## src/rtl/sqpi_pkg.sv

```systemverilog
// ----------------------------------------------------------------------------
// sqpi_pkg
// Shared types, constants and helpers for the systolic QR pivot index block.
// ----------------------------------------------------------------------------
package sqpi_pkg;

	localparam int unsigned MAX_TILE_ROWS = 1024;
	localparam int unsigned MAX_GROUP     = 64;

	// Shared divider: 12-bit padded dividend, 13-bit divisor, two bits per cycle.
	localparam int unsigned DIV_N_W   = 12;
	localparam int unsigned DIV_DVS_W = 13;
	localparam int unsigned DIV_CNT_W = 3;

	typedef enum logic [1:0] {
		KIND_TS    = 2'd0,
		KIND_LOCAL = 2'd1,
		KIND_DIST  = 2'd2
	} kind_t;

	typedef enum logic [1:0] {
		REG_FIRST_LEVEL  = 2'd0,
		REG_SECOND_LEVEL = 2'd1,
		REG_TILE_ROWS    = 2'd2
	} cfg_reg_t;

	typedef enum logic [1:0] {
		S_IDLE,
		S_LAUNCH,
		S_WAIT,
		S_FIN
	} seq_state_t;

	typedef enum logic [2:0] {
		OP_KILL_M,
		OP_KILL_ST,
		OP_RP,
		OP_WRAP,
		OP_SPAN
	} div_op_t;

	typedef struct packed {
		logic        start;
		logic [10:0] dividend;
		logic [12:0] divisor;
	} div_req_t;

	typedef struct packed {
		logic        done;
		logic [10:0] quotient;
		logic [10:0] remainder;
	} div_rsp_t;

	typedef struct packed {
		logic [9:0]  k;
		logic [9:0]  pv;
		logic [10:0] st;
		logic [10:0] mt;
		logic [6:0]  p;
		logic [12:0] pq;
		logic [10:0] ks;
		logic [9:0]  r3;
		logic [12:0] jp;
	} eval_in_t;

	typedef struct packed {
		logic [10:0] next_row;
		logic        next_error;
		logic [10:0] prev_row;
		logic        prev_error;
	} eval_out_t;

	// Elimination kind of row x in panel k.
	function automatic kind_t kind_of(logic [9:0] k, logic [10:0] x, logic [6:0] p,
			logic [12:0] pq);
		logic [13:0] kp;
		logic [13:0] kpq;
		logic [13:0] xe;
		kind_t       kind;
		kp  = {4'b0, k} + {7'b0, p};
		kpq = {4'b0, k} + {1'b0, pq};
		xe  = {3'b0, x};
		if (xe >= kpq) begin
			kind = KIND_TS;
		end else if (xe >= kp) begin
			kind = KIND_LOCAL;
		end else begin
			kind = KIND_DIST;
		end
		return kind;
	endfunction

endpackage

```

## src/rtl/systolic_qr_pivot_index.sv

```systemverilog
// ----------------------------------------------------------------------------
// systolic_qr_pivot_index
// Each accepted request word runs five divisions in turn on one shared
// two-bit-per-cycle divider, then resolves its result word; no new request is
// accepted until the sequencer returns to idle after loading the result.
// Reset: all three configuration registers return to 1; no result pending.
// ----------------------------------------------------------------------------
module systolic_qr_pivot_index (
	input  logic        clk,
	input  logic        arst_n,
	input  logic        cfg_valid,
	output logic        cfg_ready,
	input  logic [1:0]  cfg_index,
	input  logic [10:0] cfg_data,
	input  logic        req_valid,
	output logic        req_ready,
	input  logic [9:0]  panel_step,
	input  logic [9:0]  query_row,
	input  logic [9:0]  pivot_row,
	input  logic [10:0] start_row,
	output logic        rsp_valid,
	input  logic        rsp_ready,
	output logic [1:0]  row_kind,
	output logic [9:0]  row_pivot,
	output logic [10:0] panel_count,
	output logic [10:0] next_row,
	output logic        next_error,
	output logic [10:0] prev_row,
	output logic        prev_error
);
	import sqpi_pkg::*;

	logic [6:0]  fls_q, slc_q;
	logic [10:0] tr_q;
	logic [6:0]  p_cl, q_cl;
	logic [10:0] mt_cl;
	logic [12:0] pq_cl;

	logic [9:0]  k_q, m_q, pv_q;
	logic [10:0] st_q, mt_q;
	logic [6:0]  p_q, q_q;
	logic [12:0] pq_q;

	seq_state_t  state_q, state_d;
	div_op_t     op_q;
	logic        accept, start_div, cap, fin_fire;

	logic [9:0]  km_q, rp_q, r3_q;
	logic [10:0] ks_q;
	logic [12:0] jp_q;
	logic [6:0]  qm1, j_sel;
	kind_t       kind_m, kind_st;

	div_req_t    div_req;
	div_rsp_t    div_rsp;
	eval_in_t    ev_in;
	eval_out_t   ev_out;

	logic [10:0] span;
	logic [10:0] cnt_d;

	logic        rsp_valid_q;
	logic [1:0]  row_kind_q;
	logic [9:0]  row_pivot_q;
	logic [10:0] panel_count_q, next_row_q, prev_row_q;
	logic        next_error_q, prev_error_q;

	// Configuration registers.
	assign cfg_ready = 1'b1;

	always_ff @(posedge clk or negedge arst_n) begin
		if (!arst_n) begin
			fls_q <= 7'd1;
			slc_q <= 7'd1;
			tr_q  <= 11'd1;
		end else if (cfg_valid && cfg_ready) begin
			unique case (cfg_index)
				REG_FIRST_LEVEL:  fls_q <= cfg_data[6:0];
				REG_SECOND_LEVEL: slc_q <= cfg_data[6:0];
				REG_TILE_ROWS:    tr_q  <= cfg_data;
				default: ;
			endcase
		end
	end

	// Zero group sizes act as one; oversized values saturate.
	always_comb begin
		p_cl  = (fls_q == 7'd0) ? 7'd1 : ((fls_q > 7'(MAX_GROUP)) ? 7'(MAX_GROUP) : fls_q);
		q_cl  = (slc_q == 7'd0) ? 7'd1 : ((slc_q > 7'(MAX_GROUP)) ? 7'(MAX_GROUP) : slc_q);
		mt_cl = (tr_q > 11'(MAX_TILE_ROWS)) ? 11'(MAX_TILE_ROWS) : tr_q;
		pq_cl = 13'({6'b0, p_cl} * {6'b0, q_cl});
	end

	// Sequencer.
	always_comb begin
		state_d = state_q;
		unique case (state_q)
			S_IDLE:   if (req_valid) state_d = S_LAUNCH;
			S_LAUNCH: state_d = S_WAIT;
			S_WAIT: begin
				if (div_rsp.done) state_d = (op_q == OP_SPAN) ? S_FIN : S_LAUNCH;
			end
			S_FIN:    if (!rsp_valid_q || rsp_ready) state_d = S_IDLE;
			default:  state_d = S_IDLE;
		endcase
	end

	always_comb begin
		req_ready = 1'b0;
		start_div = 1'b0;
		cap       = 1'b0;
		fin_fire  = 1'b0;
		unique case (state_q)
			S_IDLE:   req_ready = 1'b1;
			S_LAUNCH: start_div = 1'b1;
			S_WAIT:   cap       = div_rsp.done;
			S_FIN:    fin_fire  = !rsp_valid_q || rsp_ready;
			default: ;
		endcase
	end

	assign accept = req_valid && req_ready;

	always_ff @(posedge clk or negedge arst_n) begin
		if (!arst_n) begin
			state_q <= S_IDLE;
			op_q    <= OP_KILL_M;
		end else begin
			state_q <= state_d;
			if (accept) begin
				op_q <= OP_KILL_M;
			end else if (cap) begin
				case (op_q)
					OP_KILL_M:  op_q <= OP_KILL_ST;
					OP_KILL_ST: op_q <= OP_RP;
					OP_RP:      op_q <= OP_WRAP;
					OP_WRAP:    op_q <= OP_SPAN;
					default:    op_q <= OP_KILL_M;
				endcase
			end
		end
	end

	// Request word and clamped configuration are held for the whole item.
	always_ff @(posedge clk) begin
		if (accept) begin
			k_q  <= panel_step;
			m_q  <= query_row;
			pv_q <= pivot_row;
			st_q <= start_row;
			p_q  <= p_cl;
			q_q  <= q_cl;
			pq_q <= pq_cl;
			mt_q <= mt_cl;
		end
	end

	always_comb begin
		kind_m  = kind_of(k_q, {1'b0, m_q}, p_q, pq_q);
		kind_st = kind_of(k_q, st_q, p_q, pq_q);
	end

	// Divider operands for each operation.
	always_comb begin
		div_req.start    = start_div;
		div_req.dividend = '0;
		div_req.divisor  = pq_q;
		case (op_q)
			OP_KILL_M: begin
				div_req.dividend = (m_q >= k_q) ? {1'b0, m_q - k_q} : 11'd0;
				div_req.divisor  = (kind_m == KIND_TS) ? pq_q : {6'b0, p_q};
			end
			OP_KILL_ST: begin
				div_req.dividend = (st_q >= {1'b0, k_q}) ? (st_q - {1'b0, k_q}) : 11'd0;
				div_req.divisor  = (kind_st == KIND_TS) ? pq_q : {6'b0, p_q};
			end
			OP_RP: begin
				div_req.dividend = {1'b0, pv_q};
			end
			OP_WRAP: begin
				// Row count minus one minus the pivot's residue, folded by the group product.
				div_req.dividend = (mt_q > {1'b0, rp_q}) ? (mt_q - {1'b0, rp_q} - 11'd1) : 11'd0;
			end
			OP_SPAN: begin
				div_req.dividend = span;
				div_req.divisor  = {6'b0, p_q};
			end
			default: ;
		endcase
	end

	assign span = (mt_q > {1'b0, pv_q}) ? (mt_q - {1'b0, pv_q} - 11'd1) : 11'd0;

	sqpi_div u_div (
		.clk    (clk),
		.arst_n (arst_n),
		.req    (div_req),
		.rsp    (div_rsp)
	);

	always_comb begin
		qm1   = q_q - 7'd1;
		j_sel = (div_rsp.quotient > {4'b0, qm1}) ? qm1 : div_rsp.quotient[6:0];
	end

	always_ff @(posedge clk) begin
		if (cap) begin
			case (op_q)
				OP_KILL_M: begin
					km_q <= (kind_m == KIND_DIST) ? k_q : (div_rsp.remainder[9:0] + k_q);
				end
				OP_KILL_ST: begin
					ks_q <= (kind_st == KIND_DIST) ? {1'b0, k_q} :
						(div_rsp.remainder + {1'b0, k_q});
				end
				OP_RP:   rp_q <= div_rsp.remainder[9:0];
				OP_WRAP: r3_q <= div_rsp.remainder[9:0];
				OP_SPAN: jp_q <= 13'({6'b0, j_sel} * {6'b0, p_q});
				default: ;
			endcase
		end
	end

	always_comb begin
		ev_in.k  = k_q;
		ev_in.pv = pv_q;
		ev_in.st = st_q;
		ev_in.mt = mt_q;
		ev_in.p  = p_q;
		ev_in.pq = pq_q;
		ev_in.ks = ks_q;
		ev_in.r3 = r3_q;
		ev_in.jp = jp_q;
	end

	sqpi_eval u_eval (
		.ev_in  (ev_in),
		.ev_out (ev_out)
	);

	// Panel row count: min(group product, rows left), floored at zero.
	always_comb begin
		cnt_d = 11'd0;
		if (mt_q > {1'b0, k_q}) begin
			cnt_d = mt_q - {1'b0, k_q};
			if ({2'b0, cnt_d} > pq_q) begin
				cnt_d = pq_q[10:0];
			end
		end
	end

	// Result register.
	always_ff @(posedge clk or negedge arst_n) begin
		if (!arst_n) begin
			rsp_valid_q <= 1'b0;
		end else if (fin_fire) begin
			rsp_valid_q <= 1'b1;
		end else if (rsp_ready) begin
			rsp_valid_q <= 1'b0;
		end
	end

	always_ff @(posedge clk) begin
		if (fin_fire) begin
			row_kind_q    <= kind_m;
			row_pivot_q   <= km_q;
			panel_count_q <= cnt_d;
			next_row_q    <= ev_out.next_row;
			next_error_q  <= ev_out.next_error;
			prev_row_q    <= ev_out.prev_row;
			prev_error_q  <= ev_out.prev_error;
		end
	end

	assign rsp_valid   = rsp_valid_q;
	assign row_kind    = row_kind_q;
	assign row_pivot   = row_pivot_q;
	assign panel_count = panel_count_q;
	assign next_row    = next_row_q;
	assign next_error  = next_error_q;
	assign prev_row    = prev_row_q;
	assign prev_error  = prev_error_q;

endmodule

```

## src/rtl/sqpi_div.sv

```systemverilog
// ----------------------------------------------------------------------------
// sqpi_div
// Shared restoring divider, two quotient bits per cycle, gives quotient and
// remainder of an 11-bit dividend by a 13-bit divisor.
// ----------------------------------------------------------------------------
module sqpi_div (
	input  logic                clk,
	input  logic                arst_n,
	input  sqpi_pkg::div_req_t  req,
	output sqpi_pkg::div_rsp_t  rsp
);
	import sqpi_pkg::*;

	localparam logic [DIV_CNT_W-1:0] DIV_STEPS = DIV_CNT_W'(DIV_N_W / 2);

	logic [DIV_N_W-1:0]   quo_q;
	logic [DIV_N_W-1:0]   rem_q;
	logic [DIV_DVS_W-1:0] dvs_q;
	logic [DIV_CNT_W-1:0] cnt_q;
	logic                 busy_q;
	logic                 done_q;
	logic [2*DIV_N_W-1:0] step1;
	logic [2*DIV_N_W-1:0] step2;

	// One restoring step: shift in the next dividend bit, subtract if it fits.
	function automatic logic [2*DIV_N_W-1:0] div_step(logic [DIV_N_W-1:0] r,
			logic [DIV_N_W-1:0] qv, logic [DIV_DVS_W-1:0] d);
		logic [DIV_DVS_W-1:0] t;
		logic [DIV_N_W-1:0]   qn;
		t  = {r, qv[DIV_N_W-1]};
		qn = {qv[DIV_N_W-2:0], 1'b0};
		if (t >= d) begin
			t     = t - d;
			qn[0] = 1'b1;
		end
		return {t[DIV_N_W-1:0], qn};
	endfunction

	always_comb begin
		step1 = div_step(rem_q, quo_q, dvs_q);
		step2 = div_step(step1[2*DIV_N_W-1:DIV_N_W], step1[DIV_N_W-1:0], dvs_q);
	end

	always_ff @(posedge clk or negedge arst_n) begin
		if (!arst_n) begin
			busy_q <= 1'b0;
			done_q <= 1'b0;
			cnt_q  <= '0;
		end else begin
			done_q <= 1'b0;
			if (req.start) begin
				busy_q <= 1'b1;
				cnt_q  <= DIV_STEPS;
			end else if (busy_q) begin
				cnt_q <= cnt_q - 1'b1;
				if (cnt_q == DIV_CNT_W'(1)) begin
					busy_q <= 1'b0;
					done_q <= 1'b1;
				end
			end
		end
	end

	always_ff @(posedge clk) begin
		if (req.start) begin
			rem_q <= '0;
			quo_q <= {1'b0, req.dividend};
			dvs_q <= req.divisor;
		end else if (busy_q) begin
			rem_q <= step2[2*DIV_N_W-1:DIV_N_W];
			quo_q <= step2[DIV_N_W-1:0];
		end
	end

	assign rsp.done      = done_q;
	assign rsp.quotient  = quo_q[10:0];
	assign rsp.remainder = rem_q[10:0];

endmodule

```

## src/rtl/sqpi_eval.sv

```systemverilog
// ----------------------------------------------------------------------------
// sqpi_eval
// Resolves the next and previous row searches from the divider results.
// ----------------------------------------------------------------------------
module sqpi_eval (
	input  sqpi_pkg::eval_in_t  ev_in,
	output sqpi_pkg::eval_out_t ev_out
);
	import sqpi_pkg::*;

	logic signed [15:0] k_s, pv_s, st_s, mt_s, p_s, pq_s, ks_s, r3_s, jp_s;
	logic signed [15:0] kp_s, kpq_s;
	logic signed [15:0] na_s, nb_s, nc_s, pa_s, pb_s, pc_s;
	logic signed [15:0] nres_s, pres_s;
	logic               nerr, perr, ndone, pdone, use_pv, eq_pv, st_none;
	kind_t              lp, ls;

	always_comb begin
		k_s   = $signed({6'b0, ev_in.k});
		pv_s  = $signed({6'b0, ev_in.pv});
		st_s  = $signed({5'b0, ev_in.st});
		mt_s  = $signed({5'b0, ev_in.mt});
		p_s   = $signed({9'b0, ev_in.p});
		pq_s  = $signed({3'b0, ev_in.pq});
		ks_s  = $signed({5'b0, ev_in.ks});
		r3_s  = $signed({6'b0, ev_in.r3});
		jp_s  = $signed({3'b0, ev_in.jp});
		kp_s  = k_s + p_s;
		kpq_s = k_s + pq_s;
		lp    = kind_of(ev_in.k, {1'b0, ev_in.pv}, ev_in.p, ev_in.pq);
		ls    = kind_of(ev_in.k, ev_in.st, ev_in.p, ev_in.pq);
		// A start at or past the row count has no kind of its own.
		st_none = (st_s >= mt_s);

		// Next row killed by the pivot.
		nerr   = 1'b1;
		nres_s = mt_s;
		ndone  = 1'b0;
		use_pv = (st_s == mt_s);
		na_s   = '0;
		nb_s   = '0;
		nc_s   = '0;
		if ((st_s > pv_s) && (pv_s >= k_s) && ((st_s == mt_s) || (pv_s == ks_s))) begin
			nerr = 1'b0;
			if (st_none && (lp == KIND_TS)) begin
				nerr  = (st_s != mt_s);
				ndone = 1'b1;
			end
			if (!ndone && (st_none || (ls == KIND_TS))) begin
				na_s = (use_pv ? pv_s : st_s) + pq_s;
				if (na_s < mt_s) begin
					nres_s = na_s;
					ndone  = 1'b1;
				end else begin
					use_pv = 1'b1;
				end
			end
			if (!ndone && (st_none || (ls != KIND_DIST))) begin
				if (lp != KIND_DIST) begin
					ndone = 1'b1;
				end else begin
					nb_s = (use_pv ? pv_s : st_s) + p_s;
					if ((nb_s >= kp_s) && (nb_s < kpq_s) && (nb_s < mt_s)) begin
						nres_s = nb_s;
						ndone  = 1'b1;
					end else begin
						use_pv = 1'b1;
					end
				end
			end
			if (!ndone && (pv_s == k_s)) begin
				nc_s = (use_pv ? pv_s : st_s) + 16'sd1;
				if (nc_s < kp_s) begin
					nres_s = nc_s;
				end
			end
		end

		// Previous row killed by the pivot.
		perr   = 1'b1;
		pres_s = mt_s;
		pdone  = 1'b0;
		eq_pv  = (st_s == pv_s);
		pa_s   = '0;
		pb_s   = '0;
		pc_s   = '0;
		if ((st_s >= pv_s) && (pv_s >= k_s) && (st_s < mt_s) &&
				((st_s == pv_s) || (pv_s == ks_s))) begin
			perr = 1'b0;
			if (lp == KIND_TS) begin
				pdone = 1'b1;
			end else if (lp < ls) begin
				perr  = 1'b1;
				pdone = 1'b1;
			end
			if (!pdone && (ls == KIND_DIST)) begin
				if (pv_s == k_s) begin
					if (eq_pv) begin
						pa_s = st_s + p_s - 16'sd1;
						if ((pa_s > pv_s) && (pa_s >= mt_s)) begin
							pa_s = mt_s - 16'sd1;
						end
					end else begin
						pa_s = st_s - 16'sd1;
					end
					if ((pv_s < pa_s) && (pa_s < kp_s)) begin
						pres_s = pa_s;
						pdone  = 1'b1;
					end
				end
				eq_pv = 1'b1;
			end
			if (!pdone && (ls != KIND_TS)) begin
				if (lp == KIND_DIST) begin
					// jp is the largest multiple of P at most the rows left after the pivot, capped at (Q-1) times P.
					pb_s = eq_pv ? (pv_s + jp_s) : (st_s - p_s);
					if ((pv_s < pb_s) && (pb_s < kpq_s)) begin
						pres_s = pb_s;
						pdone  = 1'b1;
					end
				end
				eq_pv = 1'b1;
			end
			if (!pdone) begin
				pc_s = eq_pv ? (mt_s - r3_s - 16'sd1) : (st_s - pq_s);
				if (pv_s < pc_s) begin
					pres_s = pc_s;
				end
			end
		end

		ev_out.next_row   = nres_s[10:0];
		ev_out.next_error = nerr;
		ev_out.prev_row   = pres_s[10:0];
		ev_out.prev_error = perr;
	end

endmodule
```

## config.mk

```make
export PLATFORM = sky130hd
export DESIGN_NAME = systolic_qr_pivot_index
export DESIGN_NICKNAME = d
export VERILOG_FILES = /design/src/rtl/sqpi_pkg.sv /design/src/rtl/systolic_qr_pivot_index.sv /design/src/rtl/sqpi_div.sv /design/src/rtl/sqpi_eval.sv
export SDC_FILE = /design/constraint.sdc
export NUM_CORES = 1
export LEC_CHECK = 0
export BUFFER_PORTS_ARGS = -buffer_cell sky130_fd_sc_hd__buf_4
export CORE_MARGIN = 2
export CORE_UTILIZATION = 50
export DETAILED_ROUTE_END_ITERATION = 10
export PLACE_DENSITY = 0.69
export SLEW_MARGIN = 10
export SYNTH_ARGS = -nofsm -noshare
export SYNTH_HDL_FRONTEND = slang
export SYNTH_SLANG_ARGS = --single-unit
```

## constraint.sdc

```tcl
create_clock -name clk -period 13.67 [get_ports clk]
set_input_delay 4.101 -clock clk [delete_from_list [all_inputs] [get_ports clk]]
set_output_delay 4.101 -clock clk [all_outputs]
set_load 0.02 [all_outputs]
```

==> qor.yml <==
floorplanning:
  die_x_um: 241
  core_mm2: 0.0561
  io_pins: 109
  die_y_um: 241
  core.rowCount: 87
  die_area_mm2: 0.0583
  start_util_pct: 50.3
cts:
  cts_hold_buf: 0
  cts_sinks: 253
  numCtsBuffers: 29
  cts_tree: "built"
  clockBufferDepth: 3
  post_cts_buffers: 0
  cts.clk_slew.worst_paths_ns: 0.06
  clk_latency_ns: 0.61
  cts_max_level: 1
  cts_root_buffer: "clkbuf_16"
timing:
  max_slew_margin_pct: 11.0
  skew_ns: 0.0262
  fmaxAchievable_mhz: 77.3
  setup_viol: 0
  tightest_slew_ns: 1.32
  period_needed_ns: 12.93
  final_hold_viol_count: 0
  maxSlewViolCount: 0
  finalCritPeriodShare_pct: 94.6
  finalHoldWorstSlack_ns: 0.424
logic_synthesis:
  synthArstFlopShare_pct: 14.2
  yosysTopAreaCellShare_pct: 21.7
  syn_inst: 3133
  avgSynthCellArea_um2: 8.99
  synth_mux_area_share_pct: 4.15
  netlist_area_mm2: 0.0282
  synth-simple-area-share_pct: 13.7
  yosys_warnings: 0
  synth_xor_area_share_pct: 7.18
  synth_top_family_by_area: "adder cells"
  yosysSeqAreaShare_pct: 25.9
  post_synth_num_cell_types: 86
  synth_area_leaders: "edfxtp_1 (22%), ha_1 (21%), fa_1 (4.5%), xnor2_1 (4.4%), a21oi_1 (4.1%)"
  synth_edf_count: 204
  synth-compound-area-share_pct: 18.2
  synth.ff_latch_count: 253
  syn-num-nets: 3729
  yosysTopAreaCell: "edfxtp_1"
  synthFlopType: "edfxtp_1"
  synth_most_common_cell: "ha_1"
  synth_adder_area_share_pct: 25.5
  synthTopCellsByCount: "ha_1 (474), inv_1 (293), nand2_1 (254)"
setup_path:
  cp_top_family: "compound AO/OA/AOI/OAI gates"
  cp_slowest_stage_delay_ns: 0.48
  criticalPathCategory: "reg2reg"
  critical_path.max_fanout: 21
  cp.arrival_ns: 13.28
  cp_num_buf_inv: 4
  worstPathRequired_ns: 14.02
  cp-end-kind: "register"
  startpoint_type: "register"
  crit_slowest_cell: "or3_4"
  cpMostUsedCell: "ha_1"
place:
  dp.cells: 3998
  place_congestion: 1.05
  dp_hpwl_mm: 82.4
  port_buffers: 107
  postPlaceCellArea_mm2: 0.0303
cells_and_area:
  fillCellCount: 5017
  final_cell_area_mm2: 0.0314
  drive_above_1_share_pct: 10.2
  final_nets: 3869
  final_util_pct: 56.0
  fin_cells: 4054
  syn_to_final_growth_pct: 11.4
global_routing:
  grt_pass1_vias: 24400
  grt_max_degree: 70
  grt_pass1_wl_mm: 155
  antenna_found_initial: 3
  grt_usage_pct: 36.6
  grt_overflow_total: 0
route:
  drc: 0
  drtIter0Drc: 2715
  via_per_inst: 6.23
  num_vias: 25300
  ant_nets: 0
  wl_per_cell_um: 26.5
  firstDrtPassIters: 8
  routed_wl_mm: 107
power:
  peakVddDrop_v: 0.000158
  p_sw_mw: 4.49
  p_seq_share_pct: 15.9
  leakage_nw: 14.5
  clockPowerShare_pct: 10.0
  power_density_mw_per_mm2: 277
  p_sw_share_pct: 51.7
  power_frac_comb_pct: 74.1
  internal_power_mw: 4.19
job:
  drv_cap: 0
hold_path:
  worst_hold_path_type: "reg2reg"
status:
  run_status: "finished clean"
[layout by cell type, fill, tap and decap left out, types with 46 or more instances in the layout]
master    netlist  final
nand2_1       254    254
xnor2_1       142    142
mux2i_1        65     64
o21ai_0       191    189
fa_1           63     63
nor2_1        186    186
edfxtp_1      204    204
nand3_1        50     50
nor3_1         47     47
mux2_2         46     46
nor2b_1        62     61
xor2_1         87     87
inv_1         293    293
ha_1          474    474
buf_4           3    204
a21oi_1       232    232
a21o_1        107    107
[cell families (layout without fill, tap and decap cells)]
family	count (synthesis)	count (layout)
other	1	4
AOI/OAI and AO/OA	805	805
buffers and inverters	391	553
and+or+nand+nor	805	805
adders and majority gates	537	537
DFF	253	253
muxes	111	111
xor gates and xnor gates	230	230
[cell type report]
type | instances | area, um2 | area share (%)
flip-flops and latches | 253 | 7290 | 23.2
multi-input cells | 2489 | 19400 | 62.0
diodes | 3 | 7.51 | 0.0239
clock buffers | 32 | 737 | 2.35
clock inverters | 21 | 315 | 1.00
well taps | 756 | 946 | 3.01
repair buffers | 204 | 1530 | 4.88
inverters | 296 | 1110 | 3.54
[per-layer routing]
layer / wire length (um) / track usage [%]
met3: 10900 / 8.00
met5: 11 / 0
met4: 7740 / 22.0
met2: 46800 / 57.4
met1: 42000 / 46.4
[repair_timing]
item / CTS / global route
resized for setup: 0 / 5
endpoints found under the hold margin: 0 / 0
setup endpoints to repair: 0 / 11
[worst register-to-register path: cells and delay by family (launching register included)]
family	cells	cell delay (ns)
buffers and inverters	4	0.83
and+or+nand+nor	16	2.39
DFF	1	0.35
AOI/OAI and AO/OA	32	6.48
adders and majority gates	8	2.38
xor gates and xnor gates	2	0.28
[worst paths after layout]
| kind | slack (ns) | cells after the start | startpoint | to |
|---|---|---|---|---|
| hold / removal | 0.42 | 0 | km_q[1]$_DFFE_PP_ | row_pivot[1]$_DFFE_PP_ |
| max in group asynchronous | 9.85 | 1 | arst_n | tr_q[0]$_DFFE_PN1P_ |
| setup reg to reg | 0.74 | 62 | mt_q[3]$_SDFFCE_PN0P_ | next_row[10]$_DFFE_PP_ |
| min in group asynchronous | 3.45 | 1 | arst_n | state_q[0]$_DFFE_PN0P_ |
| hold reg to reg | 0.42 | 0 | km_q[1]$_DFFE_PP_ | row_pivot[1]$_DFFE_PP_ |
| setup / recovery | 0.74 | 62 | mt_q[3]$_SDFFCE_PN0P_ | next_row[10]$_DFFE_PP_ |
[power groups by stage]
stage	clock network [mW]	logic, mW	registers (mW)
6_report	0.867	6.43	1.38
5_1_grt	0.904	7.06	1.39
3_3_place_gp	0	6.05	1.38
4_1_cts	0.877	6.27	1.37
2_1_floorplan	0	4.38	1.31
3_5_place_dp	0	6.22	1.38
[registers in the layout (all words and copies together), names as in the netlist, 11 cells and up]
signal       count
tr_q            11
ks_q            11
panel_count     11
st_q            11
mt_q            11
u_div.quo_q     12
pq_q            13
u_div.dvs_q     13
prev_row        11
jp_q            13
next_row        11
u_div.rem_q     12
[metrics by stage]
stage	setup slack [ns]	total power [mW]	TNS, ns
finish	0.736	8.68	0
floorplan	0.936	5.70	0
detailed placement	0.716	7.60	0
global route	-0.0510	9.36	-0.0510
CTS	0.640	8.52	0
global placement	0.879	7.42	0
Note: power is estimated with default switching activity, not from simulation.
